$ cat config.mk
export PLATFORM = sky130hd
export DESIGN_NAME = hysteresis_humidity_controller
export DESIGN_NICKNAME = d
export VERILOG_FILES = /design/src/rtl/hhc_pkg.sv /design/src/rtl/hysteresis_humidity_controller.sv
export SDC_FILE = /design/constraint.sdc
export NUM_CORES = 1
export LEC_CHECK = 0
export ABC_CLOCK_PERIOD_IN_PS = 11700
export BUFFER_PORTS_ARGS = -buffer_cell sky130_fd_sc_hd__buf_4
export CAP_MARGIN = 15
export CELL_PAD_IN_SITES_DETAIL_PLACEMENT = 1
export CELL_PAD_IN_SITES_GLOBAL_PLACEMENT = 1
export CORE_MARGIN = 2
export CORE_UTILIZATION = 40
export CTS_BUF_LIST = sky130_fd_sc_hd__clkbuf_8 sky130_fd_sc_hd__clkbuf_16
export CTS_CLUSTER_SIZE = 30
export DETAILED_ROUTE_END_ITERATION = 8
export HOLD_SLACK_MARGIN = 0.12
export PLACE_DENSITY_LB_ADDON = 0.1
export SYNTH_ARGS = -nofsm -noshare
export SYNTH_HDL_FRONTEND = slang
export SYNTH_SLANG_ARGS = --single-unit
$ cat constraint.sdc
create_clock -name clock -period 11.7 [get_ports clock]
set_input_delay 2.34 -clock clock [delete_from_list [all_inputs] [get_ports clock]]
set_output_delay 2.34 -clock clock [all_outputs]
set_load 0.03 [all_outputs]
$ cat src/rtl/hhc_pkg.sv
`timescale 1ns / 1ps
// Shared constants, types and helper functions for the humidity controller.
package hhc_pkg;

   // Tick counter width (elapsed counters saturate at all ones).
   localparam int CntBits    = 16;
   localparam int PeriodBits = 16;
   localparam int CmpBits    = (CntBits > PeriodBits) ? CntBits : PeriodBits;

   localparam int SpBits     = 7;
   localparam int StepBits   = 5;
   localparam int HystBits   = 9;
   localparam int HumBits    = 10;
   localparam int BoundBits  = 11;
   localparam int CalcBits   = 12;   // signed setpoint*10 +/- hysteresis
   localparam int SumBits    = 9;    // signed setpoint +/- step

   localparam int CsrAddrBits = 3;
   localparam int CsrDataBits = 16;

   localparam int ReqDataBits = 16;
   localparam int RspDataBits = 48;

   localparam logic [SpBits-1:0]     SpInitReset   = SpBits'(55);
   localparam logic [SpBits-1:0]     SpMinReset    = SpBits'(30);
   localparam logic [SpBits-1:0]     SpMaxReset    = SpBits'(90);
   localparam logic [StepBits-1:0]   SpStepReset   = StepBits'(1);
   localparam logic [HystBits-1:0]   HystReset     = HystBits'(30);
   localparam logic [PeriodBits-1:0] BtnPerReset   = PeriodBits'(50);
   localparam logic [PeriodBits-1:0] SmpPerReset   = PeriodBits'(2000);
   localparam logic [PeriodBits-1:0] DecPerReset   = PeriodBits'(1000);

   localparam logic signed [CalcBits-1:0] LowerSat = CalcBits'(1023);

   typedef enum logic [CsrAddrBits-1:0] {
      CSR_SP_INIT,
      CSR_SP_MIN,
      CSR_SP_MAX,
      CSR_SP_STEP,
      CSR_HYST,
      CSR_BTN_PERIOD,
      CSR_SMP_PERIOD,
      CSR_DEC_PERIOD
   } csr_index_type;

   typedef struct packed {
      logic [SpBits-1:0]  setpoint;
      logic [HumBits-1:0] humidity;
      logic               valid;
      logic               relay;
      logic [CntBits-1:0] poll_cnt;
      logic [CntBits-1:0] smp_cnt;
      logic [CntBits-1:0] dec_cnt;
   } ctrl_state_type;

   // Below minimum wins over above maximum when the limits are crossed.
   function automatic logic [SpBits-1:0] clamp_sp(
      input logic signed [SumBits-1:0] v,
      input logic [SpBits-1:0]         lo,
      input logic [SpBits-1:0]         hi
   );
      logic signed [SumBits-1:0] lo_s;
      logic signed [SumBits-1:0] hi_s;
      logic [SpBits-1:0]         res;
      lo_s = signed'(SumBits'(lo));
      hi_s = signed'(SumBits'(hi));
      if (v < lo_s) begin
         res = lo;
      end else if (v > hi_s) begin
         res = hi;
      end else begin
         res = v[SpBits-1:0];
      end
      return res;
   endfunction

   // Saturating increment of an elapsed counter.
   function automatic logic [CntBits-1:0] cnt_step(input logic [CntBits-1:0] cnt);
      logic [CntBits-1:0] res;
      res = (cnt != '1) ? cnt + CntBits'(1) : cnt;
      return res;
   endfunction

endpackage

$ cat src/rtl/hysteresis_humidity_controller.sv
`timescale 1ns / 1ps
// Humidity controller top: tick scheduler, setpoint buttons, sampler, relay.
// rsp_tvalid rises the cycle after accept; 1 item per cycle while rsp_tready is high.
// The rsp register frees in the cycle rsp_tready is high, so req_tready holds then.
// Reset (synchronous, active high) loads register defaults and the restart state;
// a restart item reloads the state from the current registers.
module hysteresis_humidity_controller
   import hhc_pkg::*;
(
   input  logic                   clock,
   input  logic                   reset,

   input  logic                   csr_we,
   input  logic [CsrAddrBits-1:0] csr_addr,
   input  logic [CsrDataBits-1:0] csr_wdata,

   input  logic                   req_tvalid,
   output logic                   req_tready,
   // [0] up_edge, [1] down_edge, [2] reading_ok, [12:3] reading_tenths, rest zero
   input  logic [ReqDataBits-1:0] req_tdata,
   // [0] kind (0 tick, 1 restart)
   input  logic                   req_tuser,

   output logic                   rsp_tvalid,
   input  logic                   rsp_tready,
   // [0] relay_on, [7:1] setpoint_now, [17:8] humidity_held, [18] sensor_good,
   // [29:19] lower_bound, [40:30] upper_bound, rest zero
   output logic [RspDataBits-1:0] rsp_tdata
);

   // configuration registers
   logic [SpBits-1:0]     sp_init_ff;
   logic [SpBits-1:0]     sp_min_ff;
   logic [SpBits-1:0]     sp_max_ff;
   logic [StepBits-1:0]   sp_step_ff;
   logic [HystBits-1:0]   hyst_ff;
   logic [PeriodBits-1:0] btn_per_ff;
   logic [PeriodBits-1:0] smp_per_ff;
   logic [PeriodBits-1:0] dec_per_ff;

   ctrl_state_type        st_ff;
   ctrl_state_type        st_in;
   ctrl_state_type        restart_st;

   logic                  rsp_valid_ff;
   logic                  rsp_valid_in;
   logic [RspDataBits-1:0] rsp_data_ff;
   logic [RspDataBits-1:0] rsp_data_in;

   logic                  accept;
   logic                  kind_restart;
   logic                  up_edge;
   logic                  down_edge;
   logic                  reading_ok;
   logic [HumBits-1:0]    reading_tenths;

   // per-item datapath
   logic [CntBits-1:0]    poll_inc;
   logic [CntBits-1:0]    smp_inc;
   logic [CntBits-1:0]    dec_inc;
   logic                  poll_fire;
   logic                  smp_fire;
   logic                  dec_fire;
   logic signed [SumBits-1:0]  sp_sum;
   logic signed [CalcBits-1:0] sp_x10;
   logic signed [CalcBits-1:0] lower;
   logic signed [CalcBits-1:0] upper;
   logic signed [CalcBits-1:0] hum_s;
   logic [BoundBits-1:0]  lower_out;

   assign kind_restart   = req_tuser;
   assign up_edge        = req_tdata[0];
   assign down_edge      = req_tdata[1];
   assign reading_ok     = req_tdata[2];
   assign reading_tenths = req_tdata[12:3];

   // Output register is the only buffer; take a new item when it is empty or draining.
   assign req_tready = !rsp_valid_ff || rsp_tready;
   assign accept     = req_tvalid && req_tready;

   // Configuration writes
   always_ff @(posedge clock) begin
      if (reset) begin
         sp_init_ff <= SpInitReset;
         sp_min_ff  <= SpMinReset;
         sp_max_ff  <= SpMaxReset;
         sp_step_ff <= SpStepReset;
         hyst_ff    <= HystReset;
         btn_per_ff <= BtnPerReset;
         smp_per_ff <= SmpPerReset;
         dec_per_ff <= DecPerReset;
      end else if (csr_we) begin
         unique case (csr_index_type'(csr_addr))
            CSR_SP_INIT:    sp_init_ff <= csr_wdata[SpBits-1:0];
            CSR_SP_MIN:     sp_min_ff  <= csr_wdata[SpBits-1:0];
            CSR_SP_MAX:     sp_max_ff  <= csr_wdata[SpBits-1:0];
            CSR_SP_STEP:    sp_step_ff <= csr_wdata[StepBits-1:0];
            CSR_HYST:       hyst_ff    <= csr_wdata[HystBits-1:0];
            CSR_BTN_PERIOD: btn_per_ff <= csr_wdata[PeriodBits-1:0];
            CSR_SMP_PERIOD: smp_per_ff <= csr_wdata[PeriodBits-1:0];
            CSR_DEC_PERIOD: dec_per_ff <= csr_wdata[PeriodBits-1:0];
         endcase
      end
   end

   // Restart state: clamped initial setpoint, flags clear, every task due on next tick.
   always_comb begin
      restart_st.setpoint = clamp_sp(signed'(SumBits'(sp_init_ff)), sp_min_ff, sp_max_ff);
      restart_st.humidity = '0;
      restart_st.valid    = 1'b0;
      restart_st.relay    = 1'b0;
      restart_st.poll_cnt = '1;
      restart_st.smp_cnt  = '1;
      restart_st.dec_cnt  = '1;
   end

   // Tick schedulers: count, then fire and clear once at or past the period.
   assign poll_inc  = cnt_step(st_ff.poll_cnt);
   assign smp_inc   = cnt_step(st_ff.smp_cnt);
   assign dec_inc   = cnt_step(st_ff.dec_cnt);
   assign poll_fire = CmpBits'(poll_inc) >= CmpBits'(btn_per_ff);
   assign smp_fire  = CmpBits'(smp_inc)  >= CmpBits'(smp_per_ff);
   assign dec_fire  = CmpBits'(dec_inc)  >= CmpBits'(dec_per_ff);

   // Both buttons: add then subtract, clamp the sum.
   always_comb begin
      sp_sum = signed'(SumBits'(st_ff.setpoint));
      if (up_edge) begin
         sp_sum = sp_sum + signed'(SumBits'(sp_step_ff));
      end
      if (down_edge) begin
         sp_sum = sp_sum - signed'(SumBits'(sp_step_ff));
      end
   end

   // Next state: restart reload, or a tick: poll, sample, then relay on new values.
   always_comb begin
      if (kind_restart) begin
         st_in = restart_st;
      end else begin
         st_in          = st_ff;
         st_in.poll_cnt = poll_fire ? '0 : poll_inc;
         st_in.smp_cnt  = smp_fire  ? '0 : smp_inc;
         st_in.dec_cnt  = dec_fire  ? '0 : dec_inc;
         if (poll_fire && (up_edge || down_edge)) begin
            st_in.setpoint = clamp_sp(sp_sum, sp_min_ff, sp_max_ff);
         end
         if (smp_fire) begin
            st_in.valid = reading_ok;
            if (reading_ok) begin
               st_in.humidity = reading_tenths;
            end
         end
      end
      // bounds follow the new setpoint (x10 as shift-add)
      sp_x10 = signed'(CalcBits'({st_in.setpoint, 3'b000}) + CalcBits'({st_in.setpoint, 1'b0}));
      lower  = sp_x10 - signed'(CalcBits'(hyst_ff));
      upper  = sp_x10 + signed'(CalcBits'(hyst_ff));
      hum_s  = signed'(CalcBits'(st_in.humidity));
      // relay holds while the sensor is invalid; dead band between lower and upper
      if (!kind_restart && dec_fire && st_in.valid) begin
         if (!st_ff.relay && (hum_s > upper)) begin
            st_in.relay = 1'b1;
         end else if (st_ff.relay && (hum_s < lower)) begin
            st_in.relay = 1'b0;
         end
      end
      lower_out = (lower > LowerSat) ? LowerSat[BoundBits-1:0] : lower[BoundBits-1:0];
   end

   always_comb begin
      rsp_data_in        = '0;
      rsp_data_in[0]     = st_in.relay;
      rsp_data_in[7:1]   = st_in.setpoint;
      rsp_data_in[17:8]  = st_in.humidity;
      rsp_data_in[18]    = st_in.valid;
      rsp_data_in[29:19] = lower_out;
      rsp_data_in[40:30] = upper[BoundBits-1:0];
   end

   assign rsp_valid_in = accept || (rsp_valid_ff && !rsp_tready);

   // Controller state
   always_ff @(posedge clock) begin
      if (reset) begin
         st_ff.setpoint <= clamp_sp(signed'(SumBits'(SpInitReset)), SpMinReset, SpMaxReset);
         st_ff.humidity <= '0;
         st_ff.valid    <= 1'b0;
         st_ff.relay    <= 1'b0;
         st_ff.poll_cnt <= '1;
         st_ff.smp_cnt  <= '1;
         st_ff.dec_cnt  <= '1;
      end else if (accept) begin
         st_ff <= st_in;
      end
   end

   // Result register
   always_ff @(posedge clock) begin
      if (reset) begin
         rsp_valid_ff <= 1'b0;
      end else begin
         rsp_valid_ff <= rsp_valid_in;
      end
   end

   always_ff @(posedge clock) begin
      if (accept) begin
         rsp_data_ff <= rsp_data_in;
      end
   end

   assign rsp_tvalid = rsp_valid_ff;
   assign rsp_tdata  = rsp_data_ff;

endmodule
# == Word-level counts from Yosys, hierarchy flattened ==
# Cells that the tools add are included.
# totals
in_bits,41
elab_cells,88
reg_bits,192
out_inout_bits,50
# classes
order_cmp,10
n_eq_ne,10
reduce_logical,23
muxes,19
n_addsub,8
# op_table
operator,n
two-way mux 16 bit,6
two-way mux 67 bit,1
adder 16 x 1 -> 16 bit (second input constant),3
greater-or-equal comparator 16 bit,3
!= test 16 bit (second input constant),3
two-way mux 7 bit,5
AND reduction 2 bit,8
adder 11 x 9 -> 12 bit,1
== test 3 bit (second input constant),4
greater-than comparator 11 x 12 -> 1 bit,1
greater-than comparator 12 x 11 -> 1 bit (second input constant),1
less-than comparator 11 x 12 -> 1 bit,1
subtractor 11 x 9 -> 12 bit,1
adder 10 x 8 -> 11 bit,1
two-way mux 11 bit,1
two-way mux 10 bit,1
greater-than comparator 9 x 8 -> 1 bit,1
less-than comparator 9 x 8 -> 1 bit,1
two-way mux 9 bit,1
subtractor 9 x 6 -> 9 bit,1
adder 7 x 5 -> 8 bit,1
two-way mux 8 bit,1
greater-than comparator 7 bit,1
logical AND 1 bit,7
7 further kinds,15

# == Longest topological paths before layout ==
# Gate-level depths: netlist of the first run.
# depth
word_depth,16
mapped_depth,44

# == Least setup slack after synthesis of the first run ==
# No wires, ideal clock.
# synth_path
kind,input port to flip-flop
from,input port req_tdata[0]
to,"register rsp_data_ff[0], in the netlist rsp_tdata[0] (data pin)"
setup_ns,0.259
path_stages,39
arrival_ns,9.681
n_path_buf,1
setup_slack_ns,1.760
t_required_ns,11.441
path_cell_list,buf_2 > mux2i_1 > ha_1 > inv_1 > fa_1 > a21o_1 > a21oi_1 > nand2b_1 > nand3_1 > xnor2_1 > ha_1 > nand4_1 > o22ai_1 > a31oi_1 > inv_1 > a31oi_4 > mux2_2 > a21oi_1 > (+3 left out) > ha_1 > a21o_1 > a21oi_1 > o21bai_1 > a21oi_1 > xnor2_1 > ha_1 > inv_1 > xnor2_1 > ha_1 > a21oi_1 > a31oi_1 > and2_1 > a211oi_1 > o21a_1 > a2111oi_0 > a311o_1 > or2_1
# synth_via
elab_chain_len,15
word_cells_on_any_way,21
classes_between,add/sub: 4; order compare: 4; mux: 9; reduce/logical: 4
# synth_lines
element,line_no,text
"start, declared",hysteresis_humidity_controller.sv:20,"input logic [ReqDataBits-1:0] req_tdata,"
two-way mux 8 bit,hysteresis_humidity_controller.sv:128,if (up_edge) begin
subtractor 9 x 6 -> 9 bit,hysteresis_humidity_controller.sv:132,sp_sum = sp_sum - signed'(SumBits'(sp_step_ff));
two-way mux 9 bit,hysteresis_humidity_controller.sv:131,if (down_edge) begin
greater-than comparator 9 x 8 -> 1 bit,hhc_pkg.sv:69,end else if (v > hi_s) begin
two-way mux 7 bit,hhc_pkg.sv:69,
two-way mux 7 bit,hhc_pkg.sv:67,if (v < lo_s) begin
two-way mux 7 bit (*),hysteresis_humidity_controller.sv:145,if (poll_fire && (up_edge || down_edge)) begin
two-way mux 67 bit (*),hysteresis_humidity_controller.sv:138,if (kind_restart) begin
via rsp_data_in[2],hysteresis_humidity_controller.sv:48,logic [RspDataBits-1:0] rsp_data_in;
adder 10 x 8 -> 11 bit (*),hysteresis_humidity_controller.sv:156,"sp_x10 = signed'(CalcBits'({st_in.setpoint, 3'b000}) + CalcBits'({st_in.setpoint, 1'b0}));"
subtractor 11 x 9 -> 12 bit,hysteresis_humidity_controller.sv:157,lower = sp_x10 - signed'(CalcBits'(hyst_ff));
less-than comparator 11 x 12 -> 1 bit,hysteresis_humidity_controller.sv:164,end else if (st_ff.relay && (hum_s < lower)) begin
logical AND 1 bit,hysteresis_humidity_controller.sv:164,
two-way mux 1 bit,hysteresis_humidity_controller.sv:164,
two-way mux 1 bit (*),hysteresis_humidity_controller.sv:162,if (!st_ff.relay && (hum_s > upper)) begin
two-way mux 1 bit (*),hysteresis_humidity_controller.sv:161,if (!kind_restart && dec_fire && st_in.valid) begin
via rsp_data_in[0],hysteresis_humidity_controller.sv:48,
"end signal, assigned",hysteresis_humidity_controller.sv:209,rsp_data_ff <= rsp_data_in;
"end, declared",hysteresis_humidity_controller.sv:47,logic [RspDataBits-1:0] rsp_data_ff;
# The timed path passes the listed nets; every way through them passes the cells marked *.
# A chain may end at the register's enable or synchronous reset.

# == Worst setup path after layout of the first run ==
# Same ends and word-level chain as after synthesis.

==> flow_summary.yaml, run 1 <==
outcome:
  status: "finished, final reports clean"
layout:
  diodes: 0
  layout_common_cells: "sky130_fd_sc_hd__nand2_1, sky130_fd_sc_hd__dfxtp_1, sky130_fd_sc_hd__a21oi_1"
  sequential_cell_area_sq_um: 4250
  layout_commonest_cell: "sky130_fd_sc_hd__nand2_1"
  syn2layout_area_growth_pct: 11.8
  layout-drive-gt1-share: 0.102
  multiInputGateArea_sq_um: 7460
  nNetsFinal: 1712
  fill_cells: 3681
cts:
  cts.hold.buffers_added: 0
  buffer_levels_on_the_longest_clock_path: 2
  clk_pin_slew_ps: 70
  cts-buffers-inserted: 17
  tritoncts: "yes"
  cts-root-buf: "sky130_fd_sc_hd__clkbuf_16"
  post_cts.resized_instances: 0
  htree_num_levels: 4
  post_cts.repair.setup_buffers: 0
  clkLatencyLatePin_ps: 460
  cts_num_sinks: 192
hold_path:
  hold-path-cell-count: 2
  worstHoldPathType: "reg -> reg"
critical_path:
  critPathRequiredTime_ps: 11900
  timing.critical_path.mode_cell: "sky130_fd_sc_hd__ha_1"
  largest_incremental_delay_on_the_critical_path_ps: 460
  setup.worst_path.class: "in -> reg"
  cp.arrival_ps: 10790
  critPathCaptureType: "register"
  worst_r2r_path_depth: 41
  cp_max_fo: 12
  cpMaxStageDelayCell: "sky130_fd_sc_hd__a21oi_1"
  timing.critical_path.buf_inv: 4
  number_of_cells_on_the_critical_path: 38
  worst_path_dominant_cell_family: "compound AO/OA/AOI/OAI gates"
  setup.worst_path.start_class: "input port"
timing:
  report.final.setup_viol: 0
  slew_violations: 0
  post_route_skew_ps: 23.6
  final.period_utilization: 0.905
  period_minus_slack_ps: 10590
  totalNegativeSetupSlack_ps: 0
  finalWorstSetupSlack_ps: 1110
  max_clock_freq_mhz: 94.4
  slew_headroom: 0.357
  worst_slew_pin_slew_ps: 964
  setup_repair_after_global_routing_missed_its_margin: "false"
  hold_violations: 0
detailed_routing:
  totalWireLength_mm: 35.8
  detailed_routing_iterations_pass_1: 4
  dr.first_iter.drc_count: 463
  wl_per_cell_um: 18.4
  vias_per_cell: 5.46
  detail-route-antenna-nets: 0
  drcViolationCount: 0
  route.vias.total: 10600
floorplanning:
  start_util: 0.407
  floorplan.die.height_um: 180
  die_footprint_sq_um: 32600
  placeableCoreArea_sq_um: 30600
  floorplan.die.width_um: 180
  placementRows: 64
  num_io_pins: 91
grt:
  overflow: 0
  number_of_global_route_vias_before_repair: 10900
  grt_use_total: 0.221
  grt_first_pass_wirelength_mm: 58.0
  antenna_found_initial: 0
  grt_max_degree: 74
logic_synthesis:
  synth_area_sq_um: 12500
  yosys-top-cells-area: "sky130_fd_sc_hd__dfxtp_1, sky130_fd_sc_hd__ha_1, sky130_fd_sc_hd__edfxtp_1"
  synth_largest_type_area_fraction: 0.243
  synth_cells: 1498
  syn_avg_cell_area_sq_um: 8.31
  ys_async_sr_fraction: 0
  ys_ff_latch: 192
  synth.largest_area_cell: "sky130_fd_sc_hd__dfxtp_1"
  ys_types: 66
  synth-main-ff-cell: "sky130_fd_sc_hd__dfxtp_1"
  number_of_synthesized_flops_with_an_enable_pin: 41
  synth-seq-area-share: 0.342
  synth_warnings: 0
placement:
  gpl.final_weighted_congestion: 0.785
  detailed_place_hpwl_mm: 25.9
  portBuffers: 80
  place_worst_setup_slack_ps: 715
run:
  maxCapViolCount: 0
pwr:
  cellLeakagePower_nw: 5.99
  ir_drop_v: 0.000112
  power.density_nw_per_um2: 183
final cells by class:
cell class,count,area share
Tap cell,396,0.0356
Clock inverter,15,0.00944
Clock buffer,17,0.0306
Sequential cell,192,0.306
Multi-Input combinational cell,1115,0.536
Inverter,119,0.0324
Timing Repair Buffer,94,0.0507
power breakdown:
group / switching (mW) / internal (mW)
Clock: 0.283 / 0.295
Sequential: 0.0383 / 0.774
Combinational: 0.704 / 0.458
flip-flops by register name (all words and copies together), names as in the netlist:
| signal | cells |
|---|---|
| sp_step_ff | 5 |
| smp_per_ff | 16 |
| rsp_tvalid | 1 |
| hyst_ff | 9 |
| btn_per_ff | 16 |
| sp_min_ff | 7 |
| rsp_tdata | 41 |
| sp_max_ff | 7 |
| sp_init_ff | 7 |
| dec_per_ff | 16 |
| st_ff | 67 |
cell families (layout without fill, tap and decap cells):
family                     after synthesis  in the layout  share of synthesized area
AOI/OAI and AO/OA                      385            385                      0.196
xor gates and xnor gates                62             62                     0.0436
adders and majority gates              132            132                      0.136
buffers and inverters                  197            245                     0.0619
DFF                                    192            192                      0.342
muxes                                   60             60                     0.0494
other                                    1              7                   0.000301
and+or+nand+nor                        469            469                      0.171
synthesized netlist by cell type (4+ instances only):
library cell / n
sky130_fd_sc_hd__and2_1: 4
sky130_fd_sc_hd__ha_1: 127
sky130_fd_sc_hd__a21oi_1: 128
sky130_fd_sc_hd__xor2_1: 10
sky130_fd_sc_hd__nor2_1: 116
sky130_fd_sc_hd__o211ai_1: 31
sky130_fd_sc_hd__a21o_1: 22
sky130_fd_sc_hd__nand3_1: 32
sky130_fd_sc_hd__inv_1: 117
sky130_fd_sc_hd__clkbuf_1: 60
sky130_fd_sc_hd__and4_1: 4
sky130_fd_sc_hd__fa_1: 5
sky130_fd_sc_hd__o21bai_1: 9
sky130_fd_sc_hd__buf_4: 7
sky130_fd_sc_hd__o21a_1: 16
sky130_fd_sc_hd__o21ai_1: 7
sky130_fd_sc_hd__nand3b_1: 4
sky130_fd_sc_hd__nor3_1: 20
sky130_fd_sc_hd__o21ai_0: 74
sky130_fd_sc_hd__dfxtp_1: 151
sky130_fd_sc_hd__nand2_1: 202
sky130_fd_sc_hd__xnor2_1: 52
sky130_fd_sc_hd__nand2b_1: 14
sky130_fd_sc_hd__nor2b_1: 14
sky130_fd_sc_hd__a211oi_1: 47
sky130_fd_sc_hd__or2_1: 4
sky130_fd_sc_hd__edfxtp_1: 41
sky130_fd_sc_hd__or2_2: 5
sky130_fd_sc_hd__buf_2: 4
sky130_fd_sc_hd__a211o_1: 6
sky130_fd_sc_hd__a31oi_1: 17
sky130_fd_sc_hd__buf_1: 7
sky130_fd_sc_hd__nand4_1: 18
sky130_fd_sc_hd__mux2_2: 11
sky130_fd_sc_hd__mux2i_1: 48
sky130_fd_sc_hd__and3_1: 18
final timing paths:
path	start	endpoint	slack, ps
worst max register to register	sp_step_ff[0]$_SDFFE_PP1P_	rsp_tdata[0]$_DFFE_PP_	2230
worst min register to register	st_ff[58]$_SDFFE_PP0P_	st_ff[58]$_SDFFE_PP0P_	450
worst min-delay path	st_ff[58]$_SDFFE_PP0P_	st_ff[58]$_SDFFE_PP0P_	450
worst max-delay path	req_tdata[0]	rsp_tdata[0]$_DFFE_PP_	1110
per-layer routing:
layer  up-vias  share of wire  track usage
met5         -              0            0
met3        23          0.023       0.0281
met2       120           0.48        0.374
li1       5313              -            -
met1      5188           0.49        0.300
met4         0          0.010       0.0484
worst reg2reg max path: cells and delay by family, from the launching register on:
kind                       cells  cell delay (ps)
buffers and inverters          3              290
adders and majority gates      7             2350
muxes                          2              670
and+or+nand+nor                6              880
xor gates and xnor gates       4              840
AOI/OAI and AO/OA             19             3760
DFF                            1              410
metrics by stage:
stage               hold slack (ps)   util  cell area, sq um  power [mW]  std cells
floorplan                       433      -             12500        1.67       1504
global placement                443  0.437             13400        1.96       1915
detailed placement              447  0.437             13400        1.99       1915
CTS                             456  0.455             13900        2.58       1947
global route                    478  0.455             13900        2.74       1948
finish                          455  0.455             13900        2.55       1948
(Power assumes the default switching activity.)
==> run 2, diff against run 1 <==
Settings changed: ABC_CLOCK_PERIOD_IN_PS 11700 to 13200, CTS_BUF_LIST sky130_fd_sc_hd__clkbuf_8 sky130_fd_sc_hd__clkbuf_16 to sky130_fd_sc_hd__clkbuf_8, RECOVER_POWER set to 50.
Clock period 11.7 ns to 13.2 ns, I/O delays scaled along.
==> run 2 against run 1 <==
Net effect: the flow now finishes with violations (capacitance limit, slew limit); first-iteration DRC count grew 12%; combinational power is 14% lower; sequential power down 12%; global-route usage grew 0.17 points; worst hold slack better by 7.6 ps; register-to-register slack improved by 1500 ps; via count increased by 0.30%.
==> flow_summary.yaml, run 2 (synthesis results as in run 1) <==
placement:
  portBuffers: 80
  standard_cell_area_after_detailed_placement_sq_um: 13400
  detailed_place_hpwl_mm: 26.1
  place_worst_setup_slack_ps: 1870
  gpl.final_weighted_congestion: 0.784
grt:
  grt_max_degree: 76
  antenna_found_initial: 0
  grt_use_total: 0.222
  overflow: 0
  number_of_global_route_vias_before_repair: 11000
  grt_first_pass_wirelength_mm: 58.5
critical_path:
  cp_max_fo: 12
  cp.arrival_ps: 11030
  setup.worst_path.class: "in -> reg"
  worst_path_dominant_cell_family: "compound AO/OA/AOI/OAI gates"
  critPathRequiredTime_ps: 13460
  timing.critical_path.buf_inv: 4
  timing.critical_path.mode_cell: "sky130_fd_sc_hd__ha_1"
  largest_incremental_delay_on_the_critical_path_ps: 450
  critPathCaptureType: "register"
  cpMaxStageDelayCell: "sky130_fd_sc_hd__a21oi_1"
  setup.worst_path.start_class: "input port"
detailed_routing:
  dr.first_iter.drc_count: 520
  vias_per_cell: 5.48
  route.vias.total: 10700
  wl_per_cell_um: 18.5
  totalWireLength_mm: 36.0
  detailed_routing_iterations_pass_1: 4
  detail-route-antenna-nets: 0
  drcViolationCount: 0
cts:
  cts_num_sinks: 192
  cts-buffers-inserted: 17
  cts.hold.buffers_added: 0
  tritoncts: "yes"
  buffer_levels_on_the_longest_clock_path: 2
  cts-root-buf: "sky130_fd_sc_hd__clkbuf_8"
  htree_num_levels: 4
  post_cts.resized_instances: 0
  post_cts.repair.setup_buffers: 0
  clkLatencyLatePin_ps: 500
  clk_pin_slew_ps: 100
outcome:
  violations: "capacitance limit, slew limit"
  status: "finished with violations"
floorplanning:
  placementRows: 64
  num_io_pins: 91
  die_footprint_sq_um: 32600
  floorplan.die.height_um: 180
  floorplan.die.width_um: 180
  start_util: 0.407
  placeableCoreArea_sq_um: 30600
layout:
  layout_commonest_cell: "sky130_fd_sc_hd__nand2_1"
  nNetsFinal: 1711
  diodes: 0
  layout_common_cells: "sky130_fd_sc_hd__nand2_1, sky130_fd_sc_hd__dfxtp_1, sky130_fd_sc_hd__a21oi_1"
  finalCoreUtilization: 0.445
  fin_area_sq_um: 13600
  largest_register_ffs: 67
  layout-drive-gt1-share: 0.0735
  syn2layout_area_growth_pct: 9.20
  largest_register: "st_ff"
timing:
  report.final.setup_viol: 0
  setup_repair_after_global_routing_missed_its_margin: "false"
  hold_violations: 0
  final.period_utilization: 0.816
  totalNegativeSetupSlack_ps: 0
  post_route_skew_ps: 14.3
  worst_slew_pin_slew_ps: 3940
  period_minus_slack_ps: 10770
  finalWorstSetupSlack_ps: 2430
  max_clock_freq_mhz: 92.9
  slew_violations: 205
  slew_headroom: -1.63
hold_path:
  worstHoldPathType: "reg -> reg"
pwr:
  power.density_nw_per_um2: 157
  ir_drop_v: 0.0000673
  finalPower_mw: 2.14
  cellLeakagePower_nw: 5.76
run:
  maxCapViolCount: 3
-- run 2: per-stage QoR --
step	hold slack, ps	std cells
6_report	463	1947
5_1_grt	479	1947
4_1_cts	466	1946
3_5_place_dp	451	1914
3_3_place_gp	441	1914
2_1_floorplan	433	1504
-- run 2: metal layers --
layer | track usage | vias to the layer above | wire, um
met5 | 0 | - | 0
met2 | 0.387 | 133 | 17400
li1 | - | 5306 | -
met1 | 0.295 | 5215 | 17400
met4 | 0.0471 | 0 | 346
met3 | 0.0283 | 22 | 859
-- run 2: final cells by class --
class                      count  area [sq um]
tap                          396           495
inverter                     119           449
clock inverter                14           165
sequential                   192          4250
timing repair buffer          93           529
clock buffer                  18           248
fill                        3731         17000
multi-input combinational   1115          7460
-- run 2: worst paths after layout --
| path | end | slack [ps] | start | cells after the start |
|---|---|---|---|---|
| max | rsp_tdata[0]$_DFFE_PP_ | 2430 | req_tdata[0] | 38 |
| min | smp_per_ff[1]$_SDFFE_PP0P_ | 460 | smp_per_ff[1]$_SDFFE_PP0P_ | 2 |
| max reg2reg | rsp_tdata[0]$_DFFE_PP_ | 3730 | st_ff[60]$_SDFFE_PP1P_ | 41 |
| min reg2reg | smp_per_ff[1]$_SDFFE_PP0P_ | 460 | smp_per_ff[1]$_SDFFE_PP0P_ | 2 |
-- run 2: tightest hold or removal path: stages (launching register included) --
cell                      delay [ps]
sky130_fd_sc_hd__dfxtp_1         320
sky130_fd_sc_hd__nand2_1          50
sky130_fd_sc_hd__a21oi_1          50
-- run 2: report_power, final --
group / internal, mW / leakage, nW / switching (mW)
logic: 0.378 / 3.91 / 0.625
clock network: 0.192 / 0.214 / 0.228
registers: 0.686 / 1.63 / 0.0324
